`src/iiea_pkg.sv`:
```
package iiea_pkg;

    // Fixed field widths of the request and result
    localparam int WORD_W = 32;
    localparam int POS_W  = 6;
    localparam int CNT_W  = 7;

    // Request codes
    typedef enum logic [1:0] {
        REQ_APPEND = 2'd0,
        REQ_INSERT = 2'd1,
        REQ_ERASE  = 2'd2,
        REQ_READ   = 2'd3
    } req_t;

    // Result status codes
    typedef enum logic [1:0] {
        ST_OK    = 2'd0,
        ST_RANGE = 2'd1,
        ST_FULL  = 2'd2
    } status_t;

    // Operation broadcast to every cell of the row
    typedef enum logic [1:0] {
        CELL_HOLD   = 2'd0,
        CELL_APPEND = 2'd1,
        CELL_INSERT = 2'd2,
        CELL_ERASE  = 2'd3
    } cell_op_t;

    typedef struct packed {
        cell_op_t           op;
        logic [WORD_W-1:0]  word;
    } cell_ctl_t;

endpackage

```
`src/iiea_ctrl.sv`:
```
module iiea_ctrl
    import iiea_pkg::*;
#(
    parameter int DEPTH = 64,
    parameter int CW    = 7,
    parameter int CMP_W = 7
)
(
    input  logic              accept,
    input  logic [1:0]        req_type,
    input  logic [POS_W-1:0]  position,
    input  logic [WORD_W-1:0] value,
    input  logic [CW-1:0]     count_cur,
    output logic [CMP_W-1:0]  pos_cmp,
    output logic [CMP_W-1:0]  cnt_cmp,
    output cell_ctl_t         ctl,
    output logic [CW-1:0]     count_next,
    output status_t           status,
    output logic              rd_en
);

    localparam logic [CW-1:0] FULL_CNT = CW'(DEPTH);

    logic full;
    logic in_range;

    assign pos_cmp  = CMP_W'(position);
    assign cnt_cmp  = CMP_W'(count_cur);
    assign full     = (count_cur == FULL_CNT);
    assign in_range = (pos_cmp < cnt_cmp);

    // Request decode: range check first, then full check (append checks only full)
    always_comb
    begin
        ctl.op     = CELL_HOLD;
        ctl.word   = value;
        count_next = count_cur;
        status     = ST_OK;
        rd_en      = 1'b0;
        case (req_type)
            REQ_APPEND:
            begin
                if (full)
                begin
                    status = ST_FULL;
                end
                else
                begin
                    ctl.op     = CELL_APPEND;
                    count_next = count_cur + CW'(1);
                end
            end
            REQ_INSERT:
            begin
                if (!in_range)
                begin
                    status = ST_RANGE;
                end
                else if (full)
                begin
                    status = ST_FULL;
                end
                else
                begin
                    ctl.op     = CELL_INSERT;
                    count_next = count_cur + CW'(1);
                end
            end
            REQ_ERASE:
            begin
                if (!in_range)
                begin
                    status = ST_RANGE;
                end
                else
                begin
                    ctl.op     = CELL_ERASE;
                    count_next = count_cur - CW'(1);
                end
            end
            REQ_READ:
            begin
                if (!in_range)
                begin
                    status = ST_RANGE;
                end
                else
                begin
                    rd_en = 1'b1;
                end
            end
            default:
            begin
                status = ST_OK;
            end
        endcase
        // Nothing moves unless the request is actually transferred
        if (!accept)
        begin
            ctl.op     = CELL_HOLD;
            count_next = count_cur;
        end
    end

endmodule

```
`config.mk`:
```
export PLATFORM = sky130hd
export DESIGN_NAME = iiea_ctrl
export DESIGN_NICKNAME = d
export VERILOG_FILES = /design/src/iiea_pkg.sv /design/src/iiea_ctrl.sv
export SDC_FILE = /design/constraint.sdc
export NUM_CORES = 1
export LEC_CHECK = 0
export BUFFER_PORTS_ARGS = -buffer_cell sky130_fd_sc_hd__buf_2
export CAP_MARGIN = 25
export CORE_MARGIN = 2
export CORE_UTILIZATION = 40
export DETAILED_ROUTE_END_ITERATION = 8
export GPL_TIMING_DRIVEN = 0
export PLACE_DENSITY_LB_ADDON = 0.2
export REMOVE_ABC_BUFFERS = 1
export SLEW_MARGIN = 10
export SYNTH_ARGS = -nofsm -noshare
export SYNTH_HDL_FRONTEND = slang
export SYNTH_SLANG_ARGS = --single-unit
```
`constraint.sdc`:
```
create_clock -name vclk -period 7.3
set_input_delay 1.46 -clock vclk [all_inputs]
set_output_delay 1.46 -clock vclk [all_outputs]
set_load 0.05 [all_outputs]
```
==> flow_summary_export.csv <==
group,metric,value,unit
sta,setup_violations,0,
hold_path,min_path_cells,0,
cells_and_area,area_delta_synth_final,-12.7,%
worst_setup_path,cp-end-kind,"output port",
cells_and_area,num_antenna_cells,0,
cells_and_area,register_area,0,um^2
worst_setup_path,worstPathRequired,5840,ps
route,first_iter_violations,10,
synth,ys_warn_count,0,
floorplanning,die_y,54.6,um
cells_and_area,multi_input_area,621,um^2
grt,grt_usage,22.9,%
worst_setup_path,cp.arrival,3830,ps
cells_and_area,layout.nets,189,
power,combPwrFrac,100.0,%
synth,syn_avg_cell_area,7.21,um^2
power,power.density,97.3,mW/mm^2
route,drc_errors,0,
route,routedWlPerCell,20.8,um
floorplanning,die_area,0.00298,mm^2
placement,routabilityCongestion,0.843,
synth,synthesis.area,0.00102,mm^2
floorplanning,fp.dieW,54.6,um
sta,whs,2920,ps
cells_and_area,numSequentialCells,0,
power,vdd_drop_max,0.0000438,V
worst_setup_path,cp_max_fo,17,
power,switchingPower,0.0000633,W
floorplanning,io_pins,106,
synth,yosysSeqAreaShare,0,%
sta,worst_slack,2010,ps
grt,grt_max_degree,18,
sta,period_share,72.4,%
worst_setup_path,worstSetupStartpointType,"input pin",
sta,hold_viol_final,0,
clock_network,cts_setup_buffers,0,
sta,tightestPinTransition,748,ps
worst_setup_path,timing_worst_setup_path_type,"in2out",
sta,post-route-min-period,5290,ps
placement,port_buffers,41,
floorplanning,core-area,0.00245,mm^2
route,viasPerCell,5.36,
power,p_int,0.0000237,W
hold_path,hp-start,"value[18]",
synth,syn_inst,142,
sta,setup_tns,0,ps
synth,yosysUniqueCellTypes,43,
power,seqPwrFrac,0,%
cells_and_area,drive_above_1_share,40.2,%
grt,grt_first_pass_wirelength,4700,um
power,clkPwrFrac,0,%
sta,max_slew_margin,50.1,%
cells_and_area,finalNonFillerCells,162,
floorplanning,rows,18,
placement,hpwl,2920,um
route,vias,868,
grt,grt_pass1_vias,798,
hold_path,whs_endpoint,"ctl[18]",
sta,rsz0062_at_grt,"no",
placement,dp_cells,162,
placement,pre_cts_ws,2030,ps
run,max_cap_viol_count,0,
power,swShare,72.8,%
status,status,"finished clean",
route,drt-pass1-iter-count,4,
cells_and_area,nClkBuffers,0,
route,drt-total-wl,3370,um
power,p_leak,0.445,nW
route,antenna_left,0,
sta,finalMaxSlewViolations,0,
sta,fmax,189,MHz
cells_and_area,nFillCells,279,
grt,antenna_found_initial,0,
floorplanning,start_util,41.7,%
clock_network,cts_resized,0,
clock_network,ctsHoldBuffers,0,
grt,grt_remaining_overflow,0,
hold_path,hp-class,"in2out",
## critical path, cell delays in order
cell      delay [ps]
buf_2            140
inv_1             90
ha_1             350
nand4b_4         120
o32ai_4          700
mux2i_1          260
o21ai_0          110
a311oi_1         270
buf_2            310
## routing by layer
layer  share of wire [%]  track usage [%]  up-vias
met2                  44             36.1       70
met3                  26             24.3        0
met4                   0                0        0
li1                    -                -      416
met1                  30             21.8      382
met5                   0                0        -
## worst max-delay path by stage
stage / endpoint / cells after the start / start
2_1_floorplan: count_next[4] / 7 / count_cur[5]
3_3_place_gp: count_next[4] / 9 / count_cur[5]
3_5_place_dp: count_next[4] / 9 / count_cur[5]
4_1_cts: count_next[4] / 9 / count_cur[5]
5_1_grt: count_next[4] / 9 / count_cur[4]
6_report: count_next[4] / 9 / count_cur[5]
## cell usage in the layout, fill, tap and decap left out, types with 2 or more instances in the layout
cell type	count
o21ai_0	4
mux2i_1	2
a21oi_1	6
nor3_1	3
nor2_1	10
nand3_1	5
a21oi_2	2
buf_2	41
o211ai_2	2
inv_1	8
ha_1	7
nand2_1	7
xnor2_1	4
nand2b_1	4
a211oi_2	2
## through the flow
| stage | total power [W] | utilization [%] | instance area, um^2 |
|---|---|---|---|
| 6_report | 0.0000869 | 36.4 | 893 |
| 5_1_grt | 0.0000939 | 36.4 | 893 |
| 4_1_cts | 0.0000873 | 36.4 | 893 |
| 3_5_place_dp | 0.0000869 | 36.4 | 893 |
| 3_3_place_gp | 0.0000861 | 36.4 | 893 |
| 2_1_floorplan | 0.0000498 | - | 651 |
## power by group through the flow
stage               Clock [W]  Combinational (W)  Sequential [W]
floorplan                   0          0.0000498               0
global placement            0          0.0000861               0
detailed placement          0          0.0000869               0
CTS                         0          0.0000873               0
global route                0          0.0000939               0
finish                      0          0.0000869               0
## final cells by class
| type | count | area share [%] |
|---|---|---|
| inverter | 8 | 3.36 |
| tap | 30 | 4.20 |
| timing repair buffer | 41 | 23.0 |
| multi-input combinational | 83 | 69.5 |
## logic make-up after synthesis
logic type	Yosys count	synth area share, %
AO/OA/AOI/OAI	29	23.7
XOR/XNOR	5	4.28
adder cells (fa/ha/maj)	7	8.56
buffers and inverters	59	39.4
multiplexers	2	1.96
other	1	0.366
AND/OR/NAND/NOR	39	21.8
## Yosys cell counts (all sizes together) (2+ instances only)
master  count  area, um^2
buf        48         362
inv         8        30.0
xnor2       4        35.0
nor2       11        43.8
o21ai       5        28.8
ha          7        87.6
nand3       5        25.0
o211ai      2        25.0
nand2b      4        25.0
nand2       7        26.3
clkbuf      3        11.3
nand4b      2        32.5
a211oi      3        32.5
a21oi       8        47.6
mux2i       2        20.0
nor3        4        25.0
(Power assumes the default switching activity.)
